### src/sv/assert_macros.svh
// assertion macros used by the top classifier rtl file
// expects a clock i_clk and an active-low reset i_rst_n in the including scope
`ifndef ASSERT_MACROS_SVH
`define ASSERT_MACROS_SVH

// same-cycle implication
`define MMDC_ASSERT_IMP(lbl, ante, cons) \
    lbl: assert property (@(posedge i_clk) disable iff (!i_rst_n) (ante) |-> (cons)) \
        else $error("mmdc assertion failed");

// next-cycle implication
`define MMDC_ASSERT_NEXT(lbl, ante, cons) \
    lbl: assert property (@(posedge i_clk) disable iff (!i_rst_n) (ante) |=> (cons)) \
        else $error("mmdc assertion failed");

`endif

### src/sv/mmdc_pkg.sv
// types and constants of the mahalanobis minimum distance classifier
// no dependencies
package mmdc_pkg;

    localparam int NUM_CLASSES  = 3;
    localparam int NUM_FEATURES = 4;
    localparam int IN_FEATS     = 4;

    localparam int FEAT_W   = 16;
    localparam int COEF_W   = 32;
    localparam int D_W      = FEAT_W + 1;
    localparam int P_W      = D_W + COEF_W;
    localparam int T_W      = P_W + 3;
    localparam int TL_W     = 32;
    localparam int TH_W     = T_W - TL_W;
    localparam int LO_W     = TL_W + 1 + D_W;
    localparam int HI_W     = TH_W + D_W;
    localparam int ACC_W    = T_W + D_W + 3;
    localparam int FRAC_SH  = 20;
    localparam int Q_W      = ACC_W - FRAC_SH;
    localparam int DIST_W   = 48;
    localparam int CLS_W    = $clog2(NUM_CLASSES);

    localparam logic [1:0] OP_LOAD_MEAN = 2'd0;
    localparam logic [1:0] OP_LOAD_COEF = 2'd1;
    localparam logic [1:0] OP_CLASSIFY  = 2'd2;

    typedef logic [IN_FEATS-1:0][FEAT_W-1:0] t_feats;

    typedef struct packed {
        logic [1:0]               op;
        logic [1:0]               class_sel;
        logic [1:0]               row;
        logic [1:0]               col;
        logic signed [COEF_W-1:0] coef_value;
        logic signed [FEAT_W-1:0] feature_0;
        logic signed [FEAT_W-1:0] feature_1;
        logic signed [FEAT_W-1:0] feature_2;
        logic signed [FEAT_W-1:0] feature_3;
        logic [1:0]               expected_class;
    } t_item;

    typedef struct packed {
        logic [1:0]               best_class;
        logic signed [DIST_W-1:0] best_distance;
        logic                     mismatch;
    } t_result;

    // per-lane table write
    typedef struct packed {
        logic              we_mean;
        logic              we_coef;
        logic [1:0]        row;
        logic [1:0]        col;
        logic [COEF_W-1:0] coef;
        t_feats            feat;
    } t_lane_wr;

endpackage

### src/sv/mmdc_core.sv
// stage valid and expected label pipeline of the classifier
// depends on mmdc_pkg
module mmdc_core import mmdc_pkg::*; (
    input  logic       i_clk,
    input  logic       i_rst_n,
    input  logic       i_en,
    input  logic       i_start,
    input  logic [1:0] i_exp,
    output logic       o_valid,
    output logic [1:0] o_exp
);

    // valid and expected label follow the four lane stages
    logic [3:0]       r_v;
    logic [3:0][1:0]  r_e;

    always_ff @(posedge i_clk) begin
        if (!i_rst_n) begin
            r_v <= '0;
        end else if (i_en) begin
            r_v <= {r_v[2:0], i_start};
        end
    end

    always_ff @(posedge i_clk) begin
        if (i_en) begin
            r_e <= {r_e[2:0], i_exp};
        end
    end

    assign o_valid = r_v[3];
    assign o_exp   = r_e[3];

endmodule

### config.mk
export PLATFORM = sky130hd
export DESIGN_NAME = mmdc_core
export DESIGN_NICKNAME = d
export VERILOG_FILES = /design/src/sv/assert_macros.svh /design/src/sv/mmdc_pkg.sv /design/src/sv/mmdc_core.sv
export SDC_FILE = /design/constraint.sdc
export NUM_CORES = 1
export LEC_CHECK = 0
export ABC_CLOCK_PERIOD_IN_PS = 800
export BUFFER_PORTS_ARGS = -buffer_cell sky130_fd_sc_hd__buf_2
export CAP_MARGIN = 0
export CORE_AREA = 8 8 45 47
export DETAILED_ROUTE_END_ITERATION = 12
export DIE_AREA = 0 0 53 55
export GPL_ROUTABILITY_DRIVEN = 0
export GPL_TIMING_DRIVEN = 0
export PLACE_DENSITY = 0.63
export SLEW_MARGIN = 20
export SYNTH_ARGS = -nofsm -noshare
export SYNTH_HDL_FRONTEND = slang
export SYNTH_SLANG_ARGS = --single-unit
### constraint.sdc
create_clock -name i_clk -period 0.8 [get_ports i_clk]
set_input_delay 0.08 -clock i_clk [delete_from_list [all_inputs] [get_ports i_clk]]
set_output_delay 0.08 -clock i_clk [all_outputs]
set_load 0.01 [all_outputs]
# Word-level counts from Yosys, hierarchy flattened
# Cells that the tools add are included.
totals:
  in_bits: 6
  regBits: 12
  out_inout_bits: 3

# Depth between registers and ports, before layout
# Gate-level depths: netlist of run 1.
logic_depth:
  depth_word: 0
  ltp_mapped: 3
  ltp_nobuf: 2

# Worst setup path after synthesis of run 1
# Ideal clock, no wire load.
synth_path:
  kind: "register -> register"
  from: "reg r_v[3] (netlist name)"
  to: "reg r_v[3]"
  setup_time_ns: 0.116
  path_buffers: 0
  arrival_time_ns: 0.483
  period_less_slack_ns: 0.599
  slack_ns: 0.201
  path_stages_with_launch: 3
  t_required_ns: 0.684
  cell_sequence: "dfxtp_1 mux2i_1 nor2b_1"
synth_rtl:
  columns: ["element", "line", "text"]
  rows:
  - ["end signal: assignment", "mmdc_core.sv:21", "r_v <= {r_v[2:0], i_start};"]
  - ["end: declaration", "mmdc_core.sv:14", "logic [3:0] r_v;"]

# Worst setup path in the final report of run 1
layout_path:
  from: "reg r_e, in the netlist o_exp[1]"
  to: "out o_exp[1]"
layout_rtl:
  columns: ["element", "line", "text"]
  rows:
  - ["start: declaration", "mmdc_core.sv:15", "logic [3:0][1:0] r_e;"]
  - ["start signal: assignment", "mmdc_core.sv:27", "r_e <= {r_e[2:0], i_exp};"]
  - ["end: declaration", "mmdc_core.sv:10", "output logic [1:0] o_exp"]
# No word-level cell between the ends.

==> out/summary.md, run 1 <==
The flow ran to the end, but the final reports show violations. The checks that failed: negative setup slack. The area of the die is 2920 µm², and the routed via count is 223. The fraction of the cycle the final worst path needs is 109%, and the worst-case reg-to-reg path depth is 2. Multiplexer cells account for 9.73% of the synthesized area.

The vias per cell was 4.37. Walking the worst path, the cells encountered are buf_6. Setup repair after global routing could not meet its margin everywhere.

The vertical die dimension is 55 µm. The run gives 1 as the number of H-tree levels. Signal arrival time at the worst endpoint: 790 ps.

The tool flagged a number of max-cap violations equal to 0. The final number of setup-violating endpoints is 2, and the net count after synthesis is 29. The synthesis warning total came out at 0. The internal portion of the total power is 0.920 mW. CTS placed an instance of sky130_fd_sc_hd__clkbuf_4 at the clock tree root.

The leakage power of the design came out at 0.207 nW. Counting distinct cell types in the post-synthesis netlist gives 6. Leaving out filler cells and counting taps, the final layout contains 51.

In the synthesized netlist, the number of instances is 23. After Yosys synthesis, XOR and XNOR cells account for 0% of the synthesized area. The run gives 0.830 mV as the worst vdd rail ir drop.

The logs give -68.2 ps for the final critical-path setup slack and 9 for the count of pins on the block boundary. The min-delay analysis places its worst path in the category in -> reg. In this run the standard cell core region covers 1380 µm². The tools report the worst flop-to-flop path endpoint as r_v[3]. The cell class contributing the biggest share of worst-path delay is flip-flops.

Data on the critical path is required at its endpoint by 720 ps. The slowest stage of the critical path belongs to the cell sky130_fd_sc_hd__edfxtp_1. The achievable clock frequency was 1150 MHz; the worst slew margin relative to its limit was 86.6%. The routed length per placed instance is 12.2 µm. The clock passes through at most 2 buffers.

The logs give -122 ps for the final total negative setup slack and 0 for the final max-slew violation count. The clock transition time at the flip-flop clock pins of the worst setup and hold paths is 70 ps, and the share of power burned in registers is 62.3%. The startpoint of the most critical hold path was i_rst_n.

The largest fanout on the critical path is 1. The combinational family with the most area after synthesis is multiplexers. From synthesis to final layout, the design area changed by 27.1%. The die outline width was 53 µm; the post-synthesis sequential area ratio was 77.8%. The first-pass GRT wire length was 1070 µm; the critical path's largest stage delay was 390 ps. The initial utilization of the core area, before any placement, comes to 29.7%. Entering global routing, the biggest net connects 10 pins. In this run the power spent charging and discharging nets is 0.220 mW. Clock tree synthesis inserted a total of 3 buffers. The area occupied by multi-input gates came out at 65.1 µm². Across every metal layer, demand over resource in global routing totals 5.53%. The count of buffer and inverter cells on the critical path is 1. The tools report the clock skew as 4.28 ps. The synthesized cell area came out at 412 µm². The worst setup path is launched from a flop.

After global routing the overflow that remains totals 0. Final critical-path required period: 868 ps. The type of the setup path with the least slack is reg -> out. The synthesized netlist devotes 0% of its cell area to adder and majority cells.

The remaining routing DRC violations is 0. The sink count of the clock tree is 12, and the number of antenna violations at the first check in global routing is 0. The worst hold path depth came out at 2. For hold timing, the worst endpoint is r_v[2]. The tools report the post-place setup slack as -64.0 ps.

TritonCTS built the clock tree. At the pin with the least slew margin, the transition time is 196 ps. The startpoint identified for the worst register-to-register timing path is r_v[2]. Per report_power, the combinational group accounts for 5.9% of the total. The number of global-route vias before repair is 266.

The relative contribution of the clock network to total power came out at 31.8%. For this block, the routed nets add up to 622 µm of wire. For the register-to-register setup slack, the log shows 100 ps. The tools report the row count as 14. The run gives 2 as the number of optimization iterations in the first detailed-route pass.

The tightest hold path in the finished design has a slack of 77.4 ps. The switching share of power came out at 19.3%. The synthesized area divided by synthesized cell count came out at 17.9 µm². The synthesized netlist devotes 0% of its cell area to compound gates. The count of input and output buffers was 8; the final layout net count was 42. Of the cells placed in the final design, the portion with a size suffix greater than 1 is 37.1%. Counting flops and latches in the post-synthesis netlist gives 12. The count of nets left with antenna violations once routing finished came out at 0. The basic-gate share of the synthesized area counting and, or, nand and nor cells was 6.08%; the number of failing hold endpoints at the final stage was 0.

Counting the fill cells in the layout gives 130. For this design the ratio of total power to cell area is 2180 nW/µm². Violation count after the first detailed-routing iteration: 1.

Clock latency on the worst-skew pair, taken at its later pin, is 270 ps. Across the whole layout, storage elements account for 322 µm². Overall power consumption after layout is estimated at 1.14 mW. The number of antenna diodes in the final layout is 0. STA classifies the critical path endpoint as an output pin.

The tools report the cell count after placement as 47.
-- worst reg2reg max path, stage by stage (launching register included) --
cell                      delay, ps
sky130_fd_sc_hd__dfxtp_1        320
sky130_fd_sc_hd__mux2i_1        190
sky130_fd_sc_hd__nor2b_1         70
-- cell families (layout without fill, tap and decap cells) --
| logic type | after synthesis | after routing |
|---|---|---|
| DFF | 12 | 12 |
| muxes | 4 | 4 |
| buffers and inverters | 3 | 15 |
| and+or+nand+nor | 4 | 4 |
-- power groups by stage --
stage	Clock [mW]	Combinational [mW]	Sequential [mW]
6_report	0.363	0.0677	0.710
5_1_grt	0.421	0.0731	0.713
4_1_cts	0.386	0.0684	0.710
3_5_place_dp	0	0.0622	0.723
3_3_place_gp	0	0.0583	0.720
2_1_floorplan	0	0.0330	0.719
-- timing repair --
item | in CTS | in global routing
gates cloned | 0 | 0
hold buffers | 2 | 0
setup buffers | 0 | 0
endpoints found under the setup margin | 3 | 3
endpoints found under the hold margin | 2 | 0
resized for setup | 4 | 0
-- registers in the layout, indices dropped and copies added (netlist names) --
register and flops:
r_e 6, o_exp 2, r_v 4
-- how the worst max path moves through the flow --
stage | startpoint | endpoint | depth (start not counted)
2_1_floorplan | r_v[3] | r_v[3] | 2
3_3_place_gp | i_en | r_v[1] | 4
3_5_place_dp | i_en | r_v[3] | 4
4_1_cts | o_exp[1] | o_exp[1] | 1
5_1_grt | o_exp[1] | o_exp[1] | 1
6_report | o_exp[1] | o_exp[1] | 1
-- routing by layer --
layer	GRT usage, %	part of all wire (%)	wire length (µm)	vias up
li1	-	-	-	103
met1	3.61	30	188	109
met2	10.7	60	371	9
met3	1.87	7.6	47	2
met4	6.47	2.4	15	0
met5	0	0	0	-
-- cells in the final DEF, fill, tap and decap left out, drive strengths merged --
| cell | n |
|---|---|
| buf | 9 |
| edfxtp | 8 |
| mux2i | 4 |
| nor2b | 4 |
| dfxtp | 4 |
| clkbuf | 3 |
| dlygate4sd3 | 2 |
| clkinv | 1 |
-- stage by stage --
step / util, % / instance area, µm²
after floorplan: - / 412
after global placement: 34.1 / 472
after detailed placement: 34.1 / 472
after CTS: 37.8 / 523
after global routing: 37.8 / 523
final: 37.8 / 523
-- synth_stat cells (all sizes together) --
cell type,instances,area share [%]
buf,3,6.4
edfxtp,8,58
dfxtp,4,19
mux2i,4,9.7
nor2b,4,6.1
-- area by class of cell --
class                   instances  area share [%]
clock inverters                 1           0.718
clock buffers                   3            4.31
flip-flops and latches         12            61.5
repair buffers                 10            15.1
well taps                      16            3.83
multi-input cells               8            12.4
plain buffers                   1            2.15
No activity file was read; power rests on OpenSTA's default activity.
==> inputs of run 2 (changes only) <==
- REMOVE_ABC_BUFFERS: default -> 1
==> run 2 against run 1 <==
Net effect:
- the flow still finishes with violations (negative setup slack)
- clock skew fell by 1.1 ps
- clock power up 3%
- total power shrank 0.12%
- sequential cell count did not move
- die area unchanged
- largest power group unchanged
==> out/summary.md, run 2 (synthesized netlist as in run 1, its figures left out) <==
The run gives 1380 µm² (unchanged) as the area of the core region. Power density relative to cell area: 2250 nW/µm² (was 2180 nW/µm²). For the achievable clock frequency, the log shows 1160 MHz (was 1150 MHz). The vertical die dimension is 55 µm (unchanged).

Area of all sequential standard cells: 322 µm² (unchanged). The final number of setup-violating endpoints is 2 (unchanged), and the row count is 14 (unchanged). The maximum clock insertion buffer count is 2 (unchanged), and the worst-case reg-to-reg path depth is 3 (was 2).

The tools report the pin count of the biggest net entering global routing as 13 (was 10). The leakage power of the design came out at 0.202 nW (was 0.207 nW). The global-route met3 utilization is 4.01% (was 1.87%). The routed length per placed instance was 13.4 µm (was 12.2 µm); the number of failing hold endpoints at the final stage was 0 (unchanged).

The final critical-path required period is 865 ps (was 868 ps). The clock transition time at the flip-flop clock pins of the worst setup and hold paths works out to 70 ps (about the same). Most heavily used metal layer in global routing: met2 (unchanged). The run gives 720 ps (about the same) as the required time reported for the critical path endpoint. The startpoint of the most critical register-to-register path was r_v[3] (was r_v[2]). The vias per cell is 4.18 (was 4.37), and the count of input and output buffers is 8 (unchanged).

The sink count of the clock tree is 12 (unchanged). The number of max-cap violations is 0 (unchanged). Number of optimization iterations in the first detailed-route pass: 4 (was 2). The run gives 4.08% (was 3.61%) as the met1 routing resource usage after global routing. The first-pass GRT wire length was 1060 µm (was 1070 µm); the remaining global-route overflow was 0 (unchanged). The worst hold slack came out at 55.2 ps (was 77.4 ps).

The overall routed net length is 683 µm (was 622 µm), and the count of pins on the block boundary is 9 (unchanged). The tools report the number of nets with antenna violations after detailed routing as 0 (unchanged). For the area of the die, the log shows 2920 µm² (unchanged). The beginning of the critical path is o_exp[1] (unchanged). The cell at the slowest stage of the critical path is sky130_fd_sc_hd__edfxtp_1 (unchanged).

The run gives 4 (was 1) as the violation count after the first detailed-routing iteration. The actual slew at the worst max-slew pin is 289 ps (was 196 ps), and the largest fanout on the critical path is 1 (unchanged). The final layout net count is 42 (unchanged).

The flow ran to the end, but the final reports show violations. The tools report the startpoint of the most critical hold path as i_rst_n (unchanged). The run gives 0 (unchanged) as the number of antenna cells inserted. The routed via count was 213 (was 223); the final total negative setup slack was -117 ps (was -122 ps). The starting density of the core was 29.7% (unchanged).

The type of the tightest min-delay check is in -> reg (unchanged). The fraction of the cycle the final worst path needs is 108% (was 109%). The total design power is 1.14 mW (about the same), and the number of cells in the finished layout apart from fillers is 51 (unchanged).

The run gives 1.15 mV (was 0.830 mV) as the worst vdd rail ir drop. Number of CTS-inserted buffers: 3 (unchanged). Setup repair after global routing could not meet its margin everywhere.

For the remaining routing DRC violations, the log shows 0 (unchanged). Cell chain of the critical path: buf_2 (was buf_6). The number of global-route vias before repair was 245 (was 266); the count of buffer and inverter cells on the critical path was 1 (unchanged). The tools report the worst slew margin relative to its limit as 80.7% (was 86.6%). Fraction of final layout cells sized beyond drive strength 1: 37.1% (unchanged). The kind of capture point of the worst setup path was an output pin (unchanged). The register-to-register setup slack is 40 ps (was 100 ps), and the signal arrival time at the worst endpoint is 780 ps (was 790 ps). The run gives -64.8 ps (was -68.2 ps) as the final critical-path setup slack. The register bank with the most flops is r_e (unchanged).

The tools report the hold path endpoint as r_v[0] (was r_v[2]). Failing checks: negative setup slack (unchanged). The clock skew is 3.18 ps (was 4.28 ps). The tools report the library cell used as clock root buffer as sky130_fd_sc_hd__clkbuf_4 (unchanged). The fill cell instance count of the final layout was 131 (was 130). The cell count after placement is 44 (was 47), and the final max-slew violation count is 0 (unchanged). Layout overhead on the synthesized area: 23.1% (was 27.1%). Leading cell types in the layout, fill and taps excluded: 8 x sky130_fd_sc_hd__edfxtp_1, 7 x sky130_fd_sc_hd__buf_2, 4 x sky130_fd_sc_hd__mux2i_1, 4 x sky130_fd_sc_hd__nor2b_1 (was 8 x sky130_fd_sc_hd__edfxtp_1, 5 x sky130_fd_sc_hd__buf_2, 4 x sky130_fd_sc_hd__buf_6, 4 x sky130_fd_sc_hd__mux2i_1, 4 x sky130_fd_sc_hd__nor2b_1). The tools report the final standard cell utilization of the core as 36.6% (was 37.8%).

The type of the setup path with the least slack is reg -> out (unchanged). The area occupied by multi-input gates was 65.1 µm² (unchanged); the number of H-tree levels was 1 (unchanged). The number of antenna violations at the first check in global routing was 0 (unchanged); the routing usage on met2 was 9.57% (was 10.7%). TritonCTS built the clock tree.

The worst flop-to-flop path endpoint is r_v[3] (unchanged). The cell class contributing the biggest share of worst-path delay is flip-flops (unchanged). The most common library cell in the layout ignoring fill and taps was sky130_fd_sc_hd__edfxtp_1 (unchanged). The worst hold path depth was 2 (unchanged); the insertion delay to the later sink of the worst-skew pair was 260 ps (was 270 ps). The total routing usage reported by global routing was 5.47% (was 5.53%); the flip-flop count of the largest register after layout was 6 (unchanged). The tools report the startpoint type of the worst setup path as a flop (unchanged). The critical path's largest stage delay was 370 ps (was 390 ps); the die outline width was 53 µm (unchanged).
==> run 2: repair_timing <==
action	4_1_cts	5_1_grt
setup buffers	0	1
gates resized for setup	2	0
hold buffers	2	0
endpoints found under the setup margin	3	3
pin swaps	0	0
endpoints found under the hold margin	2	0
==> run 2: worst register-to-register path, cell delays in order, from the launching register on <==
cell and delay [ps]:
sky130_fd_sc_hd__dfxtp_2 330, sky130_fd_sc_hd__buf_4 130, sky130_fd_sc_hd__mux2i_1 130, sky130_fd_sc_hd__nor2b_1 70
==> run 2: how the worst max path moves through the flow <==
stage / endpoint / slack (ps) / depth (start not counted)
final: o_exp[1] / -60 / 1
after detailed placement: r_v[2] / -9 / 3
after CTS: o_exp[1] / -80 / 1
after floorplan: r_v[3] / 200 / 2
after global routing: o_exp[1] / -110 / 1
after global placement: r_v[0] / 80 / 3
==> run 2: power by group <==
part	internal (mW)	switching (mW)	leakage (nW)	total [mW]
Combinational	0.0304	0.0259	0.0753	0.0563
Clock	0.193	0.181	0.0150	0.374
Sequential	0.699	0.0103	0.111	0.709
==> run 2: cell type report <==
type,instances,area share [%]
well taps,16,3.95
multi-input cells,8,12.8
repair buffers,11,14.6
clock buffers,4,5.19
flip-flops and latches,12,63.5
==> run 2: through the flow <==
stage / setup slack [ps] / instance area [µm²]
after global placement: 80.8 / 445
after CTS: -80.4 / 499
after floorplan: 201 / 385
final: -64.8 / 507
after detailed placement: -8.96 / 445
after global routing: -115 / 507
==> run 2: metal layers <==
metal | share of wire, % | vias up | wire [µm]
met5 | 0 | - | 0
met4 | 1.5 | 0 | 10
met3 | 10 | 2 | 71
met2 | 47 | 11 | 323
met1 | 41 | 97 | 278
li1 | - | 103 | -
