`src/sv/assert_macros.svh`:
```
// assertion macros used by the top classifier rtl file
// expects a clock i_clk and an active-low reset i_rst_n in the including scope
`ifndef ASSERT_MACROS_SVH
`define ASSERT_MACROS_SVH

// same-cycle implication
`define MMDC_ASSERT_IMP(lbl, ante, cons) \
    lbl: assert property (@(posedge i_clk) disable iff (!i_rst_n) (ante) |-> (cons)) \
        else $error("mmdc assertion failed");

// next-cycle implication
`define MMDC_ASSERT_NEXT(lbl, ante, cons) \
    lbl: assert property (@(posedge i_clk) disable iff (!i_rst_n) (ante) |=> (cons)) \
        else $error("mmdc assertion failed");

`endif

```
`src/sv/mmdc_pkg.sv`:
```
// types and constants of the mahalanobis minimum distance classifier
// no dependencies
package mmdc_pkg;

    localparam int NUM_CLASSES  = 3;
    localparam int NUM_FEATURES = 4;
    localparam int IN_FEATS     = 4;

    localparam int FEAT_W   = 16;
    localparam int COEF_W   = 32;
    localparam int D_W      = FEAT_W + 1;
    localparam int P_W      = D_W + COEF_W;
    localparam int T_W      = P_W + 3;
    localparam int TL_W     = 32;
    localparam int TH_W     = T_W - TL_W;
    localparam int LO_W     = TL_W + 1 + D_W;
    localparam int HI_W     = TH_W + D_W;
    localparam int ACC_W    = T_W + D_W + 3;
    localparam int FRAC_SH  = 20;
    localparam int Q_W      = ACC_W - FRAC_SH;
    localparam int DIST_W   = 48;
    localparam int CLS_W    = $clog2(NUM_CLASSES);

    localparam logic [1:0] OP_LOAD_MEAN = 2'd0;
    localparam logic [1:0] OP_LOAD_COEF = 2'd1;
    localparam logic [1:0] OP_CLASSIFY  = 2'd2;

    typedef logic [IN_FEATS-1:0][FEAT_W-1:0] t_feats;

    typedef struct packed {
        logic [1:0]               op;
        logic [1:0]               class_sel;
        logic [1:0]               row;
        logic [1:0]               col;
        logic signed [COEF_W-1:0] coef_value;
        logic signed [FEAT_W-1:0] feature_0;
        logic signed [FEAT_W-1:0] feature_1;
        logic signed [FEAT_W-1:0] feature_2;
        logic signed [FEAT_W-1:0] feature_3;
        logic [1:0]               expected_class;
    } t_item;

    typedef struct packed {
        logic [1:0]               best_class;
        logic signed [DIST_W-1:0] best_distance;
        logic                     mismatch;
    } t_result;

    // per-lane table write
    typedef struct packed {
        logic              we_mean;
        logic              we_coef;
        logic [1:0]        row;
        logic [1:0]        col;
        logic [COEF_W-1:0] coef;
        t_feats            feat;
    } t_lane_wr;

endpackage

```
`src/sv/mmdc_merge.sv`:
```
// merges lane distances: signed minimum, lowest index on ties, q32.16 saturation
// depends on mmdc_pkg
module mmdc_merge import mmdc_pkg::*; (
    input  logic signed [ACC_W-1:0]  i_total [NUM_CLASSES],
    output logic [CLS_W-1:0]         o_best,
    output logic signed [DIST_W-1:0] o_dist
);

    logic signed [ACC_W-1:0] best_tot;
    logic signed [Q_W-1:0]   q;

    always_comb begin
        best_tot = i_total[0];
        o_best   = '0;
        for (int c = 1; c < NUM_CLASSES; c++) begin
            if (i_total[c] < best_tot) begin
                best_tot = i_total[c];
                o_best   = CLS_W'(c);
            end
        end
    end

    // floor to q32.16, then clamp to the 48-bit range
    assign q = Q_W'(best_tot >>> FRAC_SH);

    always_comb begin
        if (q[Q_W-1:DIST_W-1] == '0 || q[Q_W-1:DIST_W-1] == '1) begin
            o_dist = q[DIST_W-1:0];
        end else if (q[Q_W-1]) begin
            o_dist = {1'b1, {(DIST_W-1){1'b0}}};
        end else begin
            o_dist = {1'b0, {(DIST_W-1){1'b1}}};
        end
    end

endmodule

```
`config.mk`:
```
export PLATFORM = sky130hd
export DESIGN_NAME = mmdc_merge
export DESIGN_NICKNAME = d
export VERILOG_FILES = /design/src/sv/assert_macros.svh /design/src/sv/mmdc_pkg.sv /design/src/sv/mmdc_merge.sv
export SDC_FILE = /design/constraint.sdc
export NUM_CORES = 1
export LEC_CHECK = 0
export BUFFER_PORTS_ARGS = -buffer_cell sky130_fd_sc_hd__buf_2
export CAP_MARGIN = 10
export CORE_MARGIN = 2
export CORE_UTILIZATION = 40
export DETAILED_ROUTE_END_ITERATION = 7
export PLACE_DENSITY = 0.79
export SLEW_MARGIN = 20
export SYNTH_ARGS = -nofsm -noshare
export SYNTH_HDL_FRONTEND = slang
export SYNTH_SLANG_ARGS = --single-unit
```
`constraint.sdc`:
```
create_clock -name vclk -period 6
set_input_delay 0.3 -clock vclk [all_inputs]
set_output_delay 0.3 -clock vclk [all_outputs]
set_load 0.02 [all_outputs]
```
## Word level (Yosys, flattened, before mapping)

Index checks and enable logic that the tools add are counted.

- Output and inout port bits: 50
- Logic and storage cells: 11
- Bits of input ports: 216
- Bits in registers: 0

- Mux-type cells: 6
- Eq/ne operators: 1
- Reductions and logical operators: 2
- Order comparisons: 2

Operators with widths:

| operator | number |
|---|---|
| < comparator 72 bit | 2 |
| 2-to-1 mux 72 bit | 2 |
| 2-to-1 mux 48 bit | 2 |
| equality test 5 bit (second input constant) | 1 |
| logical NOT 5 bit | 1 |
| 2-to-1 mux 2 bit | 1 |
| logical OR 1 bit | 1 |
| 2-to-1 mux 1 bit | 1 |

## Longest topological paths before layout

Gate-level depths: netlist (run 1).

- Word-level depth: 7
- Depth in mapped cells: 24
- Gate-level depth less buffers: 19

## Worst setup path before layout (run 1)

Ideal clock, no wire load.

- Path kind: input to output
- From: in i_total[187] (netlist name)
- To: out o_dist[28]
- Arrival time: 5,621 ps
- Stages: 24
- Required time: 5,700 ps
- Path slack: 79 ps
- Buffers on the path: 5
- Cell sequence: inv_1 ha_1 a21oi_1 o21ai_1 a221oi_1 o221ai_1 o21a_1 nor4_4 clkbuf_1 buf_2 buf_2 mux2i_1 ha_1 a2111oi_0 o21ai_1 a221oi_1 o21ai_1 nor3_1 nand2_1 or2_2 o31ai_2 buf_4 buf_4 mux2i_1

- Longest elaborated chain between the ends: 7
- Elaborated cells on any way between the ends: 9
- Classes of those cells: order compare (2); eq/ne (1); mux (4); reduce/logical (2)

RTL lines:

| element | RTL line | source |
|---|---|---|
| start, declared | mmdc_merge.sv:4 | `input logic signed [ACC_W-1:0] i_total [NUM_CLASSES],` |
| < comparator 72 bit | mmdc_merge.sv:16 | `if (i_total[c] < best_tot) begin` |
| 2-to-1 mux 72 bit * | mmdc_merge.sv:16 |  |
| < comparator 72 bit | mmdc_merge.sv:16 |  |
| 2-to-1 mux 72 bit * | mmdc_merge.sv:16 |  |
| equality test 5 bit or logical NOT 5 bit (tied branches) | mmdc_merge.sv:27 | `if (q[Q_W-1:DIST_W-1] == '0 \|\| q[Q_W-1:DIST_W-1] == '1) begin` |
| logical OR 1 bit | mmdc_merge.sv:27 |  |
| 2-to-1 mux 48 bit * | mmdc_merge.sv:27 |  |
| end, declared | mmdc_merge.sv:6 | `output logic signed [DIST_W-1:0] o_dist` |

Every way passes the cells marked *; elsewhere a longest branch is shown, timed or not.

## Final worst setup path (run 1)

- From: in i_total[201] (netlist name)
- To: out o_dist[10]

Same word-level chain as after synthesis.

==> run_results.csv, run 1 <==
group,metric,value,unit
sta,fin_crit_sh,0.9668,
placement,dpl-instance-area,0.007819,sq mm
die,row_count,44,
sta,worstMarginPinSlew,1.050,ns
die,die_area,0.01600,sq mm
synth,synth_area_leader_cell,"ha_1",
power_and_ir_drop,leakagePower,4.785,nW
placement,place.gp.congestion,0.9094,
cells_and_area,post_layout_nonfiller_instances,1303,
power_and_ir_drop,power_frac_comb,1.000,
worst_setup_path,worstSetupPathType,"in2out",
worst_setup_path,crit_cells,28,
sta,setup_ws,0.1993,ns
sta,fmax,172.4,MHz
power_and_ir_drop,swShare,0.5327,
worst_hold_path,hp-class,"in2out",
synth,yosysWarnings,0,
synth,synth_compound_area_frac,0.2489,
global_routing,grt_overflow,0,
synth,synth.distinct_cells,47,
synth,synthAdderAreaFrac,0.2960,
worst_hold_path,hold_depth,4,
route,routed_wl,22530,um
global_routing,grt_pass1_vias,7073,
synth,muxShareOfSynthArea,0.2001,
route,wl_per_cell,17.29,um
worst_setup_path,cp.arrival,5.50,ns
global_routing,grt_antenna_before_repair,2,
route,first_pass_iters,6,
synth,synth_top_family_by_area,"adder cells",
route,postRouteAntennaNets,0,
sta,tns,0,ns
global_routing,met3_usage,0.02404,
worst_setup_path,critPathLaunchType,"primary input",
global_routing,grt_pass1_wl,33440,um
cells_and_area,nClkBuffers,0,
placement,post-place-ws,-0.07790,ns
sta,setup_viol,0,
cells_and_area,flops_and_latches,0,
cells_and_area,final_layout_size_suffix_gt1_frac,0.3470,
worst_setup_path,cp_max_fo,5,
power_and_ir_drop,switching_power,0.0006849,W
global_routing,grt_usage,0.2470,
worst_setup_path,slowest_delay,0.36,ns
global_routing,grt_util_met2,0.4693,
worst_setup_path,crit_path_end_kind,"primary output",
synth,ys_seq_area_frac,0,
sta,hold_viol,0,
synth,syn-instance-count,817,
global_routing,grt_start_max_net_pins,48,
route,post-route-drc-count,0,
die,coreArea,0.01459,sq mm
synth,yosys.area_share.simple,0.1732,
worst_setup_path,cp_top_family,"simple AND/OR/NAND/NOR gates",
route,vias,7549,
worst_hold_path,holdPathEnd,"o_dist[37]",
synth,synth_top_area_share,0.2960,
sta,relSlewSlack,0.2978,
placement,dp.cells,1266,
power_and_ir_drop,p_per_area,152.6,mW/mm^2
die,ioPinCount,266,
cells_and_area,final_area,0.008426,sq mm
sta,final_max_slew_viol_count,0,
die,die_h,126.5,um
die,start_util,0.4115,
cells_and_area,most-common-layout-cells,"buf_2, ha_1, mux2i_1",
cells_and_area,final_common_cell,"buf_2",
worst_hold_path,min_from,"i_total[57]",
sta,fin_crit,5.801,ns
die,die_x,126.5,um
power_and_ir_drop,design_power_total,0.001286,W
power_and_ir_drop,p_seq_frac,0,
cells_and_area,seqCellArea,0,sq um
worst_setup_path,slowest_stage,"a221o_1",
cells_and_area,fin_nets,1478,
worst_setup_path,critPathRequiredTime,5.70,ns
synth,netlist_area,0.006003,sq mm
placement,port_buffers,266,
worst_setup_path,critPathBufInv,10,
power_and_ir_drop,peakVddDrop,0.1395,mV
route,drt_iter0_drc,390,
synth,synthXorXnorAreaFrac,0,
cells_and_area,fillerInstances,1353,
power_and_ir_drop,p_int,0.0006007,W
job,maxCapViolCount,0,
cells_and_area,syn2layout_area_growth,40.35,%
synth,synth_fp_nets,1175,
global_routing,grt_util_met1,0.2967,
run_status,status,"finished, final reports clean",
route,viasPerCell,5.794,
placement,dp_hpwl,17920,um
global_routing,busiest_layer,"met2",
power_and_ir_drop,p_clk_frac,0,
synth,syn_area_per_cell,7.348,sq um
synth,ys_top_cells_by_area,"ha_1, mux2i_1, o211a_1",
-- Yosys cell counts (2+ instances only) --
master / number
ha_1: 142
mux2i_1: 120
a21oi_1: 93
inv_1: 77
nand2_1: 77
nand3_1: 60
o211a_1: 47
clkbuf_1: 33
nand4_1: 26
o21ai_0: 17
buf_2: 12
a211oi_1: 11
a21o_1: 11
nor3_1: 11
nor2_1: 9
o21ai_1: 9
nor2b_1: 5
nor4_1: 5
a31oi_1: 4
and4_1: 4
o21bai_1: 4
a2111oi_0: 3
a221oi_1: 3
and3_1: 3
nand2b_1: 3
o211ai_1: 3
o21a_1: 3
buf_4: 2
or2_2: 2
-- power groups by stage --
stage | Sequential, W | Clock (W) | Combinational [W]
4_1_cts | 0 | 0 | 0.00114
3_5_place_dp | 0 | 0 | 0.00114
6_report | 0 | 0.0000000000223 | 0.00129
2_1_floorplan | 0 | 0 | 0.000725
3_3_place_gp | 0 | 0 | 0.00112
5_1_grt | 0 | 0.0000000000223 | 0.00139
-- routing by layer --
metal	wire, um	part of all wire	vias up
li1	-	-	3677
met1	9147	0.41	3512
met2	11320	0.50	334
met3	1718	0.076	24
met4	329	0.015	2
met5	11	0.00049	-
-- final cells by class --
cell class | instances | area [sq um] | area share
multi-input combinational | 692 | 5762 | 0.6838
tap | 184 | 230.2 | 0.02732
inverter | 77 | 291.5 | 0.03460
timing repair buffer | 349 | 2140 | 0.2539
antenna | 1 | 2.502 | 0.0002970
-- how the worst max path moves through the flow --
| stage | startpoint | endpoint | slack (ns) |
|---|---|---|---|
| 2_1_floorplan | i_total[187] | o_dist[28] | 0.08 |
| 3_3_place_gp | i_total[165] | o_dist[33] | 0.07 |
| 3_5_place_dp | i_total[165] | o_dist[36] | -0.08 |
| 4_1_cts | i_total[165] | o_dist[1] | 0.01 |
| 5_1_grt | i_total[210] | o_dist[17] | -0.10 |
| 6_report | i_total[201] | o_dist[10] | 0.20 |
-- what timing repair did --
action | in CTS | in global routing
buffers inserted | 0 | 32
pin swaps | 0 | 22
resized for setup | 1 | 57
hold buffers | 0 | 0
gates cloned | 0 | 3
setup endpoints to repair | 36 | 50
-- stage by stage --
stage | util | hold WS, ns
after floorplan | - | 0.7853
after global placement | 0.5359 | 1.015
after detailed placement | 0.5359 | 1.025
after CTS | 0.5360 | 1.025
after global routing | 0.5775 | 1.050
final | 0.5775 | 1.039
-- logic make-up after synthesis --
kind of cell,count (synthesis)
mux,120
compound gates,220
buf+inv,125
fa+ha+maj,142
simple gates,210
-- worst min-delay path, stage by stage --
cell	delay [ns]
buf_2	0.09
a21oi_1	0.06
mux2i_1	0.12
buf_2	0.17
No activity file was read; power rests on OpenSTA's default activity.
==> run 2: changes to the inputs <==
--- a/config.mk
+++ b/config.mk
@@ -7,10 +7,13 @@
 export LEC_CHECK = 0
 export BUFFER_PORTS_ARGS = -buffer_cell sky130_fd_sc_hd__buf_2
 export CAP_MARGIN = 10
+export CELL_PAD_IN_SITES_DETAIL_PLACEMENT = 1
+export CELL_PAD_IN_SITES_GLOBAL_PLACEMENT = 2
 export CORE_MARGIN = 2
-export CORE_UTILIZATION = 40
+export CORE_UTILIZATION = 26
 export DETAILED_ROUTE_END_ITERATION = 7
-export PLACE_DENSITY = 0.79
+export PLACE_DENSITY = 0.93
+export SETUP_SLACK_MARGIN = 0.4
 export SLEW_MARGIN = 20
 export SYNTH_ARGS = -nofsm -noshare
 export SYNTH_HDL_FRONTEND = slang
==> run_results.csv, run 2 (synthesis results as in run 1) <==
group,metric,value,unit
run_status,status,"finished, final reports clean",
global_routing,grt_antenna_before_repair,4,
sta,final_max_slew_viol_count,0,
worst_setup_path,crit_path_end_kind,"primary output",
global_routing,grt_usage,0.2189,
placement,dp_hpwl,22010,um
sta,fmax,174.9,MHz
worst_setup_path,critPathRequiredTime,5.70,ns
cells_and_area,final_layout_size_suffix_gt1_frac,0.4246,
global_routing,grt_pass1_vias,8167,
route,routed_wl,28910,um
route,vias,7713,
worst_hold_path,min_from,"i_total[24]",
sta,setup_viol,0,
cells_and_area,fillerInstances,2756,
die,die_x,156.0,um
power_and_ir_drop,peakVddDrop,0.08176,mV
cells_and_area,multiInputGateArea,0.006351,sq mm
cells_and_area,seqCellArea,0,sq um
cells_and_area,fin_nets,1481,
worst_setup_path,worstSetupPathType,"in2out",
placement,place.gp.congestion,0.8756,
global_routing,grt_overflow,0,
cells_and_area,final_common_cell,"buf_2",
sta,hold_ws,1.046,ns
die,ioPinCount,266,
worst_hold_path,hold_depth,4,
sta,relSlewSlack,0.2905,
cells_and_area,syn2layout_area_growth,59.15,%
cells_and_area,final_area,0.009554,sq mm
cells_and_area,most-common-layout-cells,"buf_2, ha_1, mux2i_1",
worst_setup_path,critPathLaunchType,"primary input",
die,die_h,156.0,um
power_and_ir_drop,design_power_total,0.001556,W
route,viasPerCell,5.470,
global_routing,grt_pass1_wl,42950,um
cts,ctsHoldBuffers,0,
placement,dpl-instance-area,0.008218,sq mm
route,wl_per_cell,20.50,um
cells_and_area,nClkBuffers,0,
die,row_count,55,
cells_and_area,flops_and_latches,0,
route,first_pass_iters,5,
sta,fin_crit,5.719,ns
sta,fin_crit_sh,0.9531,
worst_setup_path,cp.arrival,5.42,ns
global_routing,grt_start_max_net_pins,48,
die,coreArea,0.02264,sq mm
worst_hold_path,hp-class,"in2out",
sta,worstMarginPinSlew,1.060,ns
sta,hold_viol,0,
die,start_util,0.2652,
sta,rsz0062_at_grt,"true",
die,die_area,0.02432,sq mm
route,post-route-drc-count,0,
job,maxCapViolCount,0,
worst_setup_path,worstSetupStartpoint,"i_total[211]",
route,drt_iter0_drc,261,
route,postRouteAntennaNets,0,
power_and_ir_drop,p_per_area,162.9,mW/mm^2
worst_setup_path,cp_max_fo,12,
power_and_ir_drop,leakagePower,4.964,nW
placement,port_buffers,266,
[run 2: final cells by class]
cell class                      instances  area share
Timing Repair Buffer                  352      0.2658
Multi-Input combinational cell        692      0.6647
Antenna cell                            4    0.001048
Inverter                               77     0.03104
Tap cell                              285     0.03732
[run 2: final timing paths]
check	end	slack, ns
max	o_dist[47]	0.28
min	o_dist[4]	1.05
[run 2: through the flow]
stage | instances | setup TNS [ns] | setup slack (ns) | util
after detailed placement | 1373 | -0.8263 | -0.08338 | 0.3630
final | 1410 | 0 | 0.2812 | 0.4220
after global placement | 1373 | 0 | 0.1042 | 0.3630
after global routing | 1409 | 0 | 0.05726 | 0.4219
after floorplan | 817 | 0 | 0.3664 | -
after CTS | 1400 | 0 | 0.4008 | 0.4113
[run 2: metal layers]
metal / vias to the layer above / routed length [um] / part of all wire / GRT usage
met4: 0 / 590 / 0.020 / 0.03844
met1: 3736 / 12000 / 0.42 / 0.2621
met3: 41 / 1381 / 0.048 / 0.02361
met2: 242 / 14940 / 0.52 / 0.4218
li1: 3694 / - / - / -
met5: - / 0 / 0 / 0
[run 2: report_power, final]
group / internal [W] / switching [W] / total (W)
clock: 0.0000000000892 / 0 / 0.0000000000893
combinational: 0.000766 / 0.000790 / 0.00156
sequential: 0 / 0 / 0
[run 2: critical path, stage by stage]
cell,delay [ns]
buf_8,0.09
inv_8,0.03
ha_4,0.26
nand4_1,0.23
nor4_4,0.40
buf_4,0.16
buf_4,0.09
nand4_1,0.17
a211oi_4,0.27
nor4_4,0.10
buf_6,0.15
buf_4,0.15
buf_8,0.15
mux2i_4,0.20
ha_4,0.27
nand3_1,0.09
nor3_2,0.26
nand4b_1,0.20
or4_1,0.56
a311oi_1,0.22
buf_4,0.17
o31ai_4,0.07
buf_6,0.15
buf_12,0.12
buf_8,0.13
mux2i_1,0.20
buf_2,0.21
[run 2: repair_timing]
| action | CTS | global route |
|---|---|---|
| gates resized for setup | 144 | 53 |
| setup endpoints to repair | 49 | 49 |
| cloned | 5 | 1 |
| pin swaps | 52 | 9 |
| setup buffers | 22 | 5 |
==> run 3: changes to the inputs <==
--- a/config.mk
+++ b/config.mk
@@ -13,8 +13,8 @@
 export CORE_UTILIZATION = 26
 export DETAILED_ROUTE_END_ITERATION = 7
 export PLACE_DENSITY = 0.93
+export RECOVER_POWER = 50
 export SETUP_SLACK_MARGIN = 0.4
-export SLEW_MARGIN = 20
 export SYNTH_ARGS = -nofsm -noshare
 export SYNTH_HDL_FRONTEND = slang
 export SYNTH_SLANG_ARGS = --single-unit
==> run_results.csv, run 3 (synthesis results as in run 1) <==
group,metric,value,unit
power_and_ir_drop,p_int,0.0007619,W
cells_and_area,most-common-layout-cells,"buf_2, ha_1, mux2i_1",
global_routing,grt_overflow,0,
die,die_x,156.0,um
power_and_ir_drop,power_frac_comb,1.000,
placement,dp_hpwl,22010,um
worst_setup_path,crit_path_end_kind,"primary output",
cells_and_area,final_layout_size_suffix_gt1_frac,0.4228,
route,first_pass_iters,4,
cells_and_area,fillerInstances,2763,
power_and_ir_drop,switching_power,0.0007883,W
power_and_ir_drop,p_clk_frac,0,
route,drt_iter0_drc,259,
cells_and_area,final_common_cell,"buf_2",
placement,place.gp.congestion,0.8756,
sta,fin_crit_sh,0.9573,
sta,rsz0062_at_grt,"true",
sta,setup_ws,0.2559,ns
global_routing,grt_pass1_vias,8167,
route,postRouteAntennaNets,0,
sta,relSlewSlack,0.2290,
cells_and_area,fin_nets,1481,
worst_hold_path,hp-class,"in2out",
worst_setup_path,cp.arrival,5.44,ns
global_routing,grt_usage,0.2189,
sta,hold_viol,0,
die,die_h,156.0,um
route,routed_wl,28860,um
global_routing,grt_start_max_net_pins,48,
worst_setup_path,critPathRequiredTime,5.70,ns
worst_setup_path,cp-endpoint,"o_dist[47]",
cells_and_area,syn2layout_area_growth,58.63,%
cells_and_area,final_area,0.009523,sq mm
route,vias,7701,
sta,final_max_slew_viol_count,0,
power_and_ir_drop,p_seq_frac,0,
cells_and_area,seqCellArea,0,sq um
power_and_ir_drop,peakVddDrop,0.08176,mV
die,ioPinCount,266,
route,post-route-drc-count,0,
die,row_count,55,
die,coreArea,0.02264,sq mm
global_routing,grt_pass1_wl,42950,um
die,die_area,0.02432,sq mm
worst_setup_path,worstSetupStartpoint,"i_total[211]",
global_routing,grt_antenna_before_repair,4,
route,viasPerCell,5.462,
placement,port_buffers,266,
cells_and_area,nClkBuffers,0,
power_and_ir_drop,p_per_area,162.8,mW/mm^2
placement,post-place-ws,-0.08338,ns
route,wl_per_cell,20.47,um
cells_and_area,post_layout_nonfiller_instances,1410,
worst_setup_path,worstSetupPathType,"in2out",
worst_setup_path,cp_max_fo,12,
sta,fin_crit,5.744,ns
worst_setup_path,critPathLaunchType,"primary input",
sta,setup_viol,0,
power_and_ir_drop,leakagePower,4.958,nW
sta,fmax,174.1,MHz
sta,worstMarginPinSlew,1.152,ns
placement,dpl-instance-area,0.008218,sq mm
run_status,status,"finished, final reports clean",
job,maxCapViolCount,0,
power_and_ir_drop,swShare,0.5085,
cells_and_area,flops_and_latches,0,
die,start_util,0.2652,
placement,dp.cells,1373,
==> run 3: per-layer routing <==
metal,GRT usage,share of wire
met3,0.02361,0.049
met5,0,0
met1,0.2621,0.42
met2,0.4218,0.52
met4,0.03844,0.019
==> run 3: how the worst min path moves through the flow <==
stage / start / to / slack [ns] / depth (start not counted)
after floorplan: i_total[71] / o_dist[47] / 0.79 / 2
after global placement: i_total[71] / o_dist[47] / 1.01 / 4
after detailed placement: i_total[71] / o_dist[47] / 1.02 / 4
after CTS: i_total[71] / o_dist[47] / 1.02 / 4
after global routing: i_total[43] / o_dist[23] / 1.07 / 4
final: i_total[24] / o_dist[4] / 1.05 / 4
==> run 3: final cells by class <==
type / count / area [sq um] / share of cell area
Antenna cell: 4 / 10.01 / 0.001051
Inverter: 77 / 296.5 / 0.03114
Multi-Input combinational cell: 692 / 6329 / 0.6646
Tap cell: 285 / 356.6 / 0.03745
Timing Repair Buffer: 352 / 2531 / 0.2658
==> run 3: per-stage QoR <==
stage	power, W	util	TNS [ns]	hold slack, ns
3_5_place_dp	0.001266	0.3630	-0.8263	1.020
4_1_cts	0.001467	0.4113	0	1.020
3_3_place_gp	0.001244	0.3630	0	1.015
2_1_floorplan	0.0008014	-	0	0.7853
5_1_grt	0.001666	0.4205	0	1.072
6_report	0.001550	0.4206	0	1.046
==> run 3: critical path: stages <==
cell      delay [ns]
buf_8           0.09
inv_8           0.03
ha_4            0.26
nand4_1         0.24
nor4_4          0.40
buf_4           0.16
buf_4           0.09
nand4_1         0.17
a211oi_4        0.27
nor4_4          0.10
buf_6           0.16
buf_4           0.15
buf_8           0.15
mux2i_4         0.20
ha_4            0.27
nand3_1         0.09
nor3_2          0.26
nand4b_1        0.21
or4_1           0.56
a311oi_1        0.22
buf_4           0.17
o31ai_4         0.07
buf_6           0.15
buf_12          0.12
buf_8           0.13
mux2i_1         0.20
buf_2           0.21
==> run 3: what timing repair did <==
item / in CTS / in global routing
pin swaps: 52 / 9
gates cloned: 5 / 1
buffers inserted: 22 / 5
endpoints found under the setup margin: 49 / 49
gates resized for setup: 144 / 53
hold buffers: 0 / 0
==> run 3: power groups by stage <==
stage,logic [W],clock network (W),registers [W]
5_1_grt,0.00167,0.0000000000669,0
3_5_place_dp,0.00127,0,0
4_1_cts,0.00147,0,0
6_report,0.00155,0.0000000000893,0
2_1_floorplan,0.000801,0,0
3_3_place_gp,0.00124,0,0
